## config.mk

```make
export PLATFORM = sky130hd
export DESIGN_NAME = load_store_multiple_sequencer
export DESIGN_NICKNAME = d
export VERILOG_FILES = /design/src/design/lsms_pkg.sv /design/src/design/load_store_multiple_sequencer.sv /design/src/design/lsms_front.sv /design/src/design/lsms_fifo.sv /design/src/design/lsms_back.sv
export VERILOG_INCLUDE_DIRS = /design/src /design/src/design
export SDC_FILE = /design/constraint.sdc
export NUM_CORES = 1
export LEC_CHECK = 0
export ABC_AREA = 0
export BUFFER_PORTS_ARGS = -buffer_cell sky130_fd_sc_hd__clkbuf_2
export CORE_MARGIN = 2
export CORE_UTILIZATION = 65
export DETAILED_ROUTE_END_ITERATION = 16
export PLACE_DENSITY = 0.9
export SETUP_SLACK_MARGIN = 0.5
export SLEW_MARGIN = 10
export SYNTH_ARGS = -nofsm -noshare
export SYNTH_HDL_FRONTEND = slang
export SYNTH_SLANG_ARGS = --single-unit
```

## constraint.sdc

```tcl
create_clock -name clk -period 6.74 [get_ports clk]
set_clock_uncertainty 0.15 [all_clocks]
set_input_delay 0.337 -clock clk [delete_from_list [all_inputs] [get_ports clk]]
set_output_delay 0.337 -clock clk [all_outputs]
set_load 0.02 [all_outputs]
```

## src/design/load_store_multiple_sequencer_macros.svh

```systemverilog
// ---------------------------------------------------------------------------
// Assertion macros for the load/store multiple sequencer
// Clocked on clk, disabled while arst_n is low.
// ---------------------------------------------------------------------------
`ifndef LOAD_STORE_MULTIPLE_SEQUENCER_MACROS_SVH
`define LOAD_STORE_MULTIPLE_SEQUENCER_MACROS_SVH

// property must hold at every clock edge out of reset
`define LSMS_ASSERT(lbl, prop, msg) \
	lbl: assert property (@(posedge clk) disable iff (!arst_n) prop) else $error(msg);

// expression must never be true at a clock edge out of reset
`define LSMS_NEVER(lbl, expr, msg) \
	lbl: assert property (@(posedge clk) disable iff (!arst_n) !(expr)) else $error(msg);

`endif

```

## src/design/lsms_pkg.sv

```systemverilog
// ---------------------------------------------------------------------------
// lsms_pkg
// Shared types and constants of the load/store multiple sequencer.
// ---------------------------------------------------------------------------
package lsms_pkg;

	typedef enum logic [1:0] {
		CMD_STM  = 2'd0,
		CMD_LDM  = 2'd1,
		CMD_PUSH = 2'd2,
		CMD_POP  = 2'd3
	} cmd_t;

	localparam logic [3:0] REG_SP = 4'd13;
	localparam logic [3:0] REG_LR = 4'd14;
	localparam logic [3:0] REG_PC = 4'd15;

	localparam int SLOTS      = 9;
	localparam int FIFO_DEPTH = 2;
	localparam int FIFO_AW    = 1;

	localparam int S_TDATA_W = 48;
	localparam int M_TDATA_W = 80;

	// one classified instruction; slot order is bus order
	typedef struct packed {
		logic             push;
		logic             load;
		logic [SLOTS-1:0] mask;
		logic [31:0]      start_addr;
		logic             wb_ok;
		logic [3:0]       wb_reg;
		logic [31:0]      wb_value;
	} entry_t;

	typedef struct packed {
		logic        transfer_valid;
		logic        is_load;
		logic [3:0]  reg_index;
		logic [31:0] word_address;
		logic        last;
		logic        wb_valid;
		logic [3:0]  wb_reg;
		logic [31:0] wb_value;
	} result_t;

endpackage

```

## src/design/load_store_multiple_sequencer.sv

```systemverilog
// Thumb load/store multiple sequencer (STM, LDM, PUSH, POP).
// Input stream: one instruction per request; tuser carries cmd, tdata the
// register list, LR/PC bit, base register number and base value.
// Output stream: one result per transferred register in bus order; tlast marks
// the final result, which also carries the base writeback. An empty list gives
// a single result with no transfer.
// The first result passes through the queue, the sequencer registers and the
// output register. An instruction gives up to nine transfers, one result per
// transfer, and the back end emits one per cycle while the receiver takes results.
// A two-entry queue between decode and sequencing lets new requests be
// taken while a long instruction is still being walked.
// Reset clears the queue, the sequencer and the output valid flag.
// When the receiver holds tready low the output register holds its result;
// the sequencer then stalls and the queue fills, after which s_axis_tready drops.
// ---------------------------------------------------------------------------
// load_store_multiple_sequencer
// Top level: input decode, instruction queue and transfer sequencer.
// ---------------------------------------------------------------------------
module load_store_multiple_sequencer
	import lsms_pkg::*;
(
	input  logic                 clk,
	input  logic                 arst_n,
	input  logic                 s_axis_tvalid,
	output logic                 s_axis_tready,
	input  logic [1:0]           s_axis_tuser,   // cmd
	input  logic [S_TDATA_W-1:0] s_axis_tdata,   // reg_list, extra_bit, base_reg, base_value
	output logic                 m_axis_tvalid,
	input  logic                 m_axis_tready,
	output logic [1:0]           m_axis_tuser,   // transfer_valid, is_load
	output logic [M_TDATA_W-1:0] m_axis_tdata,   // reg_index, word_address, writeback_valid,
	                                              // writeback_reg, writeback_value
	output logic                 m_axis_tlast    // last
);

	entry_t  dec_entry;
	entry_t  q_entry;
	logic    q_valid;
	logic    q_ready;
	result_t res;

	lsms_front u_front (
		.cmd        (cmd_t'(s_axis_tuser)),
		.reg_list   (s_axis_tdata[7:0]),
		.extra_bit  (s_axis_tdata[8]),
		.base_reg   (s_axis_tdata[11:9]),
		.base_value (s_axis_tdata[43:12]),
		.entry      (dec_entry)
	);

	lsms_fifo u_fifo (
		.clk      (clk),
		.arst_n   (arst_n),
		.wr_valid (s_axis_tvalid),
		.wr_ready (s_axis_tready),
		.wr_data  (dec_entry),
		.rd_valid (q_valid),
		.rd_ready (q_ready),
		.rd_data  (q_entry)
	);

	lsms_back u_back (
		.clk       (clk),
		.arst_n    (arst_n),
		.rd_valid  (q_valid),
		.rd_ready  (q_ready),
		.rd_data   (q_entry),
		.out_valid (m_axis_tvalid),
		.out_ready (m_axis_tready),
		.out_data  (res)
	);

	assign m_axis_tuser = {res.is_load, res.transfer_valid};
	assign m_axis_tlast = res.last;
	assign m_axis_tdata = {7'd0, res.wb_value, res.wb_reg, res.wb_valid,
	                       res.word_address, res.reg_index};

endmodule

```

## src/design/lsms_front.sv

```systemverilog
// ---------------------------------------------------------------------------
// lsms_front
// Decodes one request into a slot mask, start address and writeback.
// ---------------------------------------------------------------------------
module lsms_front
	import lsms_pkg::*;
(
	input  cmd_t        cmd,
	input  logic [7:0]  reg_list,
	input  logic        extra_bit,
	input  logic [2:0]  base_reg,
	input  logic [31:0] base_value,
	output entry_t      entry
);

	logic [31:0]      base_al;
	logic [SLOTS-1:0] mask;
	logic [3:0]       count;
	logic [31:0]      delta;
	logic             push;

	always_comb begin
		push    = (cmd == CMD_PUSH);
		base_al = {base_value[31:2], 2'b00};
		// push: LR in slot 0, then r7 down to r0; otherwise r0..r7 then PC
		if (push) begin
			mask[0] = extra_bit;
			for (int j = 1; j < SLOTS; j++) begin
				mask[j] = reg_list[8 - j];
			end
		end else begin
			mask = {(cmd == CMD_POP) && extra_bit, reg_list};
		end
		count = 4'($countones(mask));
		delta = {26'd0, count, 2'b00};

		entry.push       = push;
		entry.load       = (cmd == CMD_LDM) || (cmd == CMD_POP);
		entry.mask       = mask;
		entry.start_addr = push ? base_al - 32'd4 : base_al;
		entry.wb_ok      = !((cmd == CMD_LDM) && reg_list[base_reg]);
		entry.wb_reg     = ((cmd == CMD_PUSH) || (cmd == CMD_POP)) ? REG_SP : {1'b0, base_reg};
		entry.wb_value   = push ? base_al - delta : base_al + delta;
	end

endmodule

```

## src/design/lsms_fifo.sv

```systemverilog
// ---------------------------------------------------------------------------
// lsms_fifo
// Small queue of decoded instructions between front and back.
// ---------------------------------------------------------------------------
module lsms_fifo
	import lsms_pkg::*;
(
	input  logic   clk,
	input  logic   arst_n,
	input  logic   wr_valid,
	output logic   wr_ready,
	input  entry_t wr_data,
	output logic   rd_valid,
	input  logic   rd_ready,
	output entry_t rd_data
);

	entry_t               mem_q [FIFO_DEPTH];
	logic [FIFO_AW-1:0]   wr_ptr_q;
	logic [FIFO_AW-1:0]   rd_ptr_q;
	logic [FIFO_AW:0]     count_q;
	logic                 do_wr;
	logic                 do_rd;

	assign wr_ready = (count_q != FIFO_AW'(0) + (FIFO_AW+1)'(FIFO_DEPTH));
	assign rd_valid = (count_q != '0);
	assign rd_data  = mem_q[rd_ptr_q];
	assign do_wr    = wr_valid && wr_ready;
	assign do_rd    = rd_valid && rd_ready;

	always_ff @(posedge clk or negedge arst_n) begin
		if (!arst_n) begin
			wr_ptr_q <= '0;
			rd_ptr_q <= '0;
			count_q  <= '0;
		end else begin
			if (do_wr) wr_ptr_q <= wr_ptr_q + 1'b1;
			if (do_rd) rd_ptr_q <= rd_ptr_q + 1'b1;
			if (do_wr && !do_rd) count_q <= count_q + 1'b1;
			else if (!do_wr && do_rd) count_q <= count_q - 1'b1;
		end
	end

	always_ff @(posedge clk) begin
		if (do_wr) mem_q[wr_ptr_q] <= wr_data;
	end

endmodule

```

## src/design/lsms_back.sv

```systemverilog
// ---------------------------------------------------------------------------
// lsms_back
// Walks the slot mask of one instruction, one transfer per cycle unless the output stalls.
// ---------------------------------------------------------------------------
`include "load_store_multiple_sequencer_macros.svh"

module lsms_back
	import lsms_pkg::*;
(
	input  logic    clk,
	input  logic    arst_n,
	input  logic    rd_valid,
	output logic    rd_ready,
	input  entry_t  rd_data,
	output logic    out_valid,
	input  logic    out_ready,
	output result_t out_data
);

	logic             busy_q;
	logic [SLOTS-1:0] mask_q;
	logic [31:0]      addr_q;
	logic             push_q;
	logic             load_q;
	logic             wb_ok_q;
	logic [3:0]       wb_reg_q;
	logic [31:0]      wb_value_q;
	logic             out_valid_q;
	result_t          out_q;

	logic             take;
	logic             emit;
	logic             is_last;
	logic             pop;
	logic [SLOTS-1:0] next_mask;
	logic [3:0]       slot;
	logic [3:0]       reg_idx;
	result_t          res;

	always_comb begin
		slot = '0;
		for (int j = SLOTS - 1; j >= 0; j--) begin
			if (mask_q[j]) slot = 4'(j);
		end
		if (push_q) reg_idx = (slot == 4'd0) ? REG_LR : 4'd8 - slot;
		else        reg_idx = (slot == 4'd8) ? REG_PC : {1'b0, slot[2:0]};

		next_mask = mask_q & (mask_q - 1'b1);
		is_last   = (next_mask == '0);
		take      = !out_valid_q || out_ready;
		emit      = busy_q && take;
		rd_ready  = !busy_q || (emit && is_last);
		pop       = rd_valid && rd_ready;

		// an empty list gives one result with no transfer
		res.transfer_valid = (mask_q != '0);
		res.is_load        = load_q;
		res.reg_index      = (mask_q != '0) ? reg_idx : 4'd0;
		res.word_address   = (mask_q != '0) ? addr_q : 32'd0;
		res.last           = is_last;
		res.wb_valid       = is_last && wb_ok_q;
		res.wb_reg         = is_last ? wb_reg_q : 4'd0;
		res.wb_value       = is_last ? wb_value_q : 32'd0;
	end

	always_ff @(posedge clk or negedge arst_n) begin
		if (!arst_n) begin
			busy_q      <= 1'b0;
			out_valid_q <= 1'b0;
		end else begin
			if (pop) busy_q <= 1'b1;
			else if (emit && is_last) busy_q <= 1'b0;
			if (emit) out_valid_q <= 1'b1;
			else if (out_ready) out_valid_q <= 1'b0;
		end
	end

	always_ff @(posedge clk) begin
		if (pop) begin
			mask_q     <= rd_data.mask;
			addr_q     <= rd_data.start_addr;
			push_q     <= rd_data.push;
			load_q     <= rd_data.load;
			wb_ok_q    <= rd_data.wb_ok;
			wb_reg_q   <= rd_data.wb_reg;
			wb_value_q <= rd_data.wb_value;
		end else if (emit) begin
			mask_q <= next_mask;
			addr_q <= push_q ? addr_q - 32'd4 : addr_q + 32'd4;
		end
		if (emit) out_q <= res;
	end

	assign out_valid = out_valid_q;
	assign out_data  = out_q;

	`LSMS_ASSERT(a_stay_busy, emit && !is_last |=> busy_q, "sequencer dropped an instruction early")
	`LSMS_ASSERT(a_mask_shrink, emit && !is_last |=> $countones(mask_q) + 1 == $countones($past(mask_q)), "slot mask did not lose exactly one bit")
	`LSMS_NEVER(a_empty_last, out_valid_q && !out_q.transfer_valid && !out_q.last, "no-transfer result not marked last")
	`LSMS_NEVER(a_wb_on_last, out_valid_q && !out_q.last && out_q.wb_valid, "writeback on a non-final result")

endmodule
```

==> flow_metrics.tcl <==
set metrics [dict create \
    run_status "complete, no violations" \
    drt_wl_total_um 33800 \
    cts.path.max_buffers 3 \
    dp_hpwl_um 22400 \
    initial_utilization_pct 66.3 \
    grt_setup_unrepaired "no" \
    clock_tree_from_tritoncts "done" \
    standard_cell_rows 56 \
    cts_buffers 31 \
    sw_frac_of_total_pct 35.2 \
    num_vias 10600 \
    synth_warnings 0 \
    grt_max_degree 77 \
    timing.max_slew.rel_slack_pct 26.3 \
    number_of_standard_cells_in_the_layout_taps_in_and_fillers_out 1723 \
    yosysUniqueCellTypes 68 \
    cts_root_buf "sky130_fd_sc_hd__clkbuf_16" \
    synth_area_um2 15600 \
    fin_total_pwr_mw 7.88 \
    leakagePower_nw 6.66 \
    timing.setup.critical_path_class "primary input to flip-flop" \
    synth_ff_type "sky130_fd_sc_hd__edfxtp_1" \
    max_cap_viol_count 0 \
    timing.hold.worst.class "primary input to flip-flop" \
    grt_antenna_before_repair 1 \
    powerDensity_nw_per_um2 447 \
    timing.critical_path.from_type "primary input" \
    worst-r2r-cell-count 8 \
    setup_violations 0 \
    num-fill-cells 1455 \
    postSynth.asyncResetShare_pct 1.96 \
    report.final.slew_viol_count 0 \
    die_width_um 159 \
    numPortBuffers 121 \
    finalWorstPathRequiredPeriod_ps 5960 \
    tritoncts_num_sinks 306 \
    grt_overflow_total 0 \
    drtIter0Drc 1066 \
    critical_path_peak_fanout 6 \
    synth_top_area_share_pct 57.7 \
    synth.largest_area_cell "sky130_fd_sc_hd__edfxtp_1" \
    finalWeightedCongestion 0.943 \
    totalNegativeSetupSlack_ps 0 \
    p_int_mw 5.11 \
    synth.yosys.seq_area_share_pct 58.6 \
    endpoint_kind "flip-flop" \
    cp.arrival_ps 6120 \
    detail_route.first_pass.iterations 6 \
    post_synth_main_area_contributors "sky130_fd_sc_hd__edfxtp_1 (58%), sky130_fd_sc_hd__ha_1 (5.4%), sky130_fd_sc_hd__mux2_2 (3.8%)" \
    comb_power_share_pct 38.4 \
    min_delay_path_depth 2 \
    critPathRequiredTime_ps 6890 \
    post-cts-setup-buffers 0 \
    drt.antenna.violating_nets 0 \
    die_h_um 159 \
    post-route-drc-count 0 \
    finalCoreUtilization_pct 74.9 \
    final-hold-violation-count 0 \
    drt-wirelength-per-cell_um 19.6 \
    place_inst 1654 \
    cts.htree.levels 1 \
    max_vdd_drop_v 0.000400 \
    flops_latches_synth 306 \
    power_frac_clock_pct 21.6 \
    synth_edf_count 300 \
    power.net_switching_mw 2.78 \
    n_antenna_cell 0 \
    fin_nets 1508 \
    insertion_delay_to_the_later_sink_of_the_worst_skew_pair_ps 560 \
    core_area_um2 23500 \
    fin_crit_sh_pct 88.5 \
    avgSynthCellArea_um2 12.5 \
    post_synth_inst_count 1253 \
    worst_margin_pin_slew_ps 1110 \
    global_route.usage.total_pct 26.1 \
    boundaryPins 139 \
    fmax_mhz 168 \
    clock_transition_at_the_registers_of_the_reported_paths_ps 70 \
    fp.dieArea_um2 25300 \
    routed_via_density 6.14 \
    flop_pwr_share_pct 40.0 \
    number_of_global_route_vias_before_repair 10400 \
    final_layout_size_suffix_gt1_share_pct 18.2 \
    syn_to_final_growth_pct 12.8 \
    wire_length_of_the_first_global_routing_pass_um 53300 \
]
==> metal layers <==
layer	track usage (%)	up-vias	wire length [um]
met1	34.3	5116	13600
li1	-	4891	-
met2	44.7	475	16800
met3	3.49	100	2190
met4	10.0	0	1170
met5	0	-	0
==> Yosys cell counts (all sizes together), types with 16 or more instances <==
library cell,n
clkbuf,37
nand3,16
nand2b,16
nor2b,78
mux2i,19
xnor2,38
xor2,50
ha,67
mux2,53
nand2,92
nor2,76
buf,22
o21ai,64
inv,35
edfxtp,300
a21oi,85
==> power groups by stage <==
| stage | registers (mW) | clock network [mW] | logic [mW] |
|---|---|---|---|
| after detailed placement | 3.18 | 0 | 2.93 |
| final | 3.15 | 1.70 | 3.03 |
| after floorplan | 3.18 | 0 | 2.18 |
| after global placement | 3.15 | 0 | 2.83 |
| after global routing | 3.19 | 1.79 | 3.32 |
| after CTS | 3.15 | 1.72 | 2.99 |
==> cells by family after synthesis <==
| logic type | count (synthesis) | share of synthesized area (%) |
|---|---|---|
| other cells | 1 | 0.0240 |
| xor+xnor | 88 | 4.93 |
| buf+inv | 94 | 2.63 |
| mux | 74 | 5.33 |
| compound gates | 260 | 10.4 |
| simple gates | 355 | 11.7 |
| fa+ha+maj | 75 | 6.33 |
| flops | 306 | 58.6 |
==> final timing paths <==
path | start | slack [ps] | to
worst max-delay path | s_axis_tdata[7] | 780 | u_fifo.mem_q[0][29]
worst min-delay path | s_axis_tdata[9] | 8 | u_fifo.mem_q[0][32]
worst max register to register | u_back.mask_q[0] | 2680 | u_back.addr_q[13]
worst min register to register | u_back.load_q | 280 | u_back.out_data[74]
max in group asynchronous | arst_n | 5610 | u_fifo.rd_ptr_q
min in group asynchronous | arst_n | 580 | u_fifo.rd_ptr_q
==> area by class of cell <==
| cell class | instances | area [um2] | share of cell area, % |
|---|---|---|---|
| clock buffers | 37 | 798 | 4.53 |
| clock inverters | 20 | 209 | 1.19 |
| inverters | 35 | 131 | 0.745 |
| multi-input cells | 863 | 6110 | 34.7 |
| flip-flops and latches | 306 | 9160 | 52.0 |
| well taps | 319 | 399 | 2.26 |
| repair buffers | 143 | 813 | 4.61 |
==> worst max-delay path: stages <==
cell                            delay, ps
sky130_fd_sc_hd__dlygate4sd3_1        540
sky130_fd_sc_hd__clkbuf_2             130
sky130_fd_sc_hd__nand2_1               60
sky130_fd_sc_hd__nand2_1               90
sky130_fd_sc_hd__ha_1                 310
sky130_fd_sc_hd__fa_1                 540
sky130_fd_sc_hd__inv_1                 50
sky130_fd_sc_hd__fa_1                 380
sky130_fd_sc_hd__inv_1                 70
sky130_fd_sc_hd__ha_1                 130
sky130_fd_sc_hd__inv_1                 50
sky130_fd_sc_hd__fa_1                 490
sky130_fd_sc_hd__and3_1               200
sky130_fd_sc_hd__ha_1                 180
sky130_fd_sc_hd__nand2b_1             320
sky130_fd_sc_hd__ha_1                 480
sky130_fd_sc_hd__and3_1               270
sky130_fd_sc_hd__nand2_1              100
sky130_fd_sc_hd__a21oi_1              200
sky130_fd_sc_hd__o21ai_0              270
sky130_fd_sc_hd__o31ai_2              510
sky130_fd_sc_hd__a41oi_1              210
sky130_fd_sc_hd__xnor2_1              170
==> flip-flops by register name, summed over array words and instances, names as in the netlist <==
signal,flops
u_fifo.mem_q,152
u_back.out_data,72
u_back.addr_q,30
u_back.wb_value_q,30
u_back.mask_q,9
u_back.wb_reg_q,4
u_fifo.count_q,2
u_back.busy_q,1
u_back.load_q,1
u_back.out_valid,1
u_back.push_q,1
u_back.wb_ok_q,1
u_fifo.rd_ptr_q,1
u_fifo.wr_ptr_q,1
==> stage by stage <==
| stage | cell area [um2] | setup WS, ps | hold slack (ps) |
|---|---|---|---|
| finish | 17600 | 775 | 7.74 |
| global route | 17600 | 581 | 20.2 |
| CTS | 17600 | 695 | 1.77 |
| detailed placement | 16500 | 208 | 18.8 |
| global placement | 16500 | 577 | 17.0 |
| floorplan | 15700 | 1070 | -109 |
==> repair_timing <==
action                                 CTS  global route
hold buffers                            12             0
endpoints found under the hold margin   23             0
gates resized for setup                  0             1
setup endpoints to repair                0             4
==> layout by cell type, fill, tap and decap left out, types with 9 or more instances in the layout <==
cell                            synthesis  routed
sky130_fd_sc_hd__edfxtp_1             300     300
sky130_fd_sc_hd__clkbuf_2               0     121
sky130_fd_sc_hd__nand2_1               92      92
sky130_fd_sc_hd__a21oi_1               85      85
sky130_fd_sc_hd__nor2b_1               78      78
sky130_fd_sc_hd__nor2_1                76      73
sky130_fd_sc_hd__ha_1                  67      67
sky130_fd_sc_hd__o21ai_0               64      64
sky130_fd_sc_hd__mux2_2                53      53
sky130_fd_sc_hd__xor2_1                50      50
sky130_fd_sc_hd__xnor2_1               38      38
sky130_fd_sc_hd__inv_1                 34      34
sky130_fd_sc_hd__clkbuf_16              0      31
sky130_fd_sc_hd__mux2i_1               19      19
sky130_fd_sc_hd__nand2b_1              16      16
sky130_fd_sc_hd__nand3_1               16      16
sky130_fd_sc_hd__a211oi_1              15      15
sky130_fd_sc_hd__a21o_1                15      15
sky130_fd_sc_hd__nor3_1                12      12
sky130_fd_sc_hd__o211ai_1              12      12
sky130_fd_sc_hd__dlygate4sd3_1          0      12
sky130_fd_sc_hd__conb_1                 1      11
sky130_fd_sc_hd__o21a_1                10      10
sky130_fd_sc_hd__and3_1                10       9
sky130_fd_sc_hd__buf_4                 11       9
(Power assumes the default switching activity.)
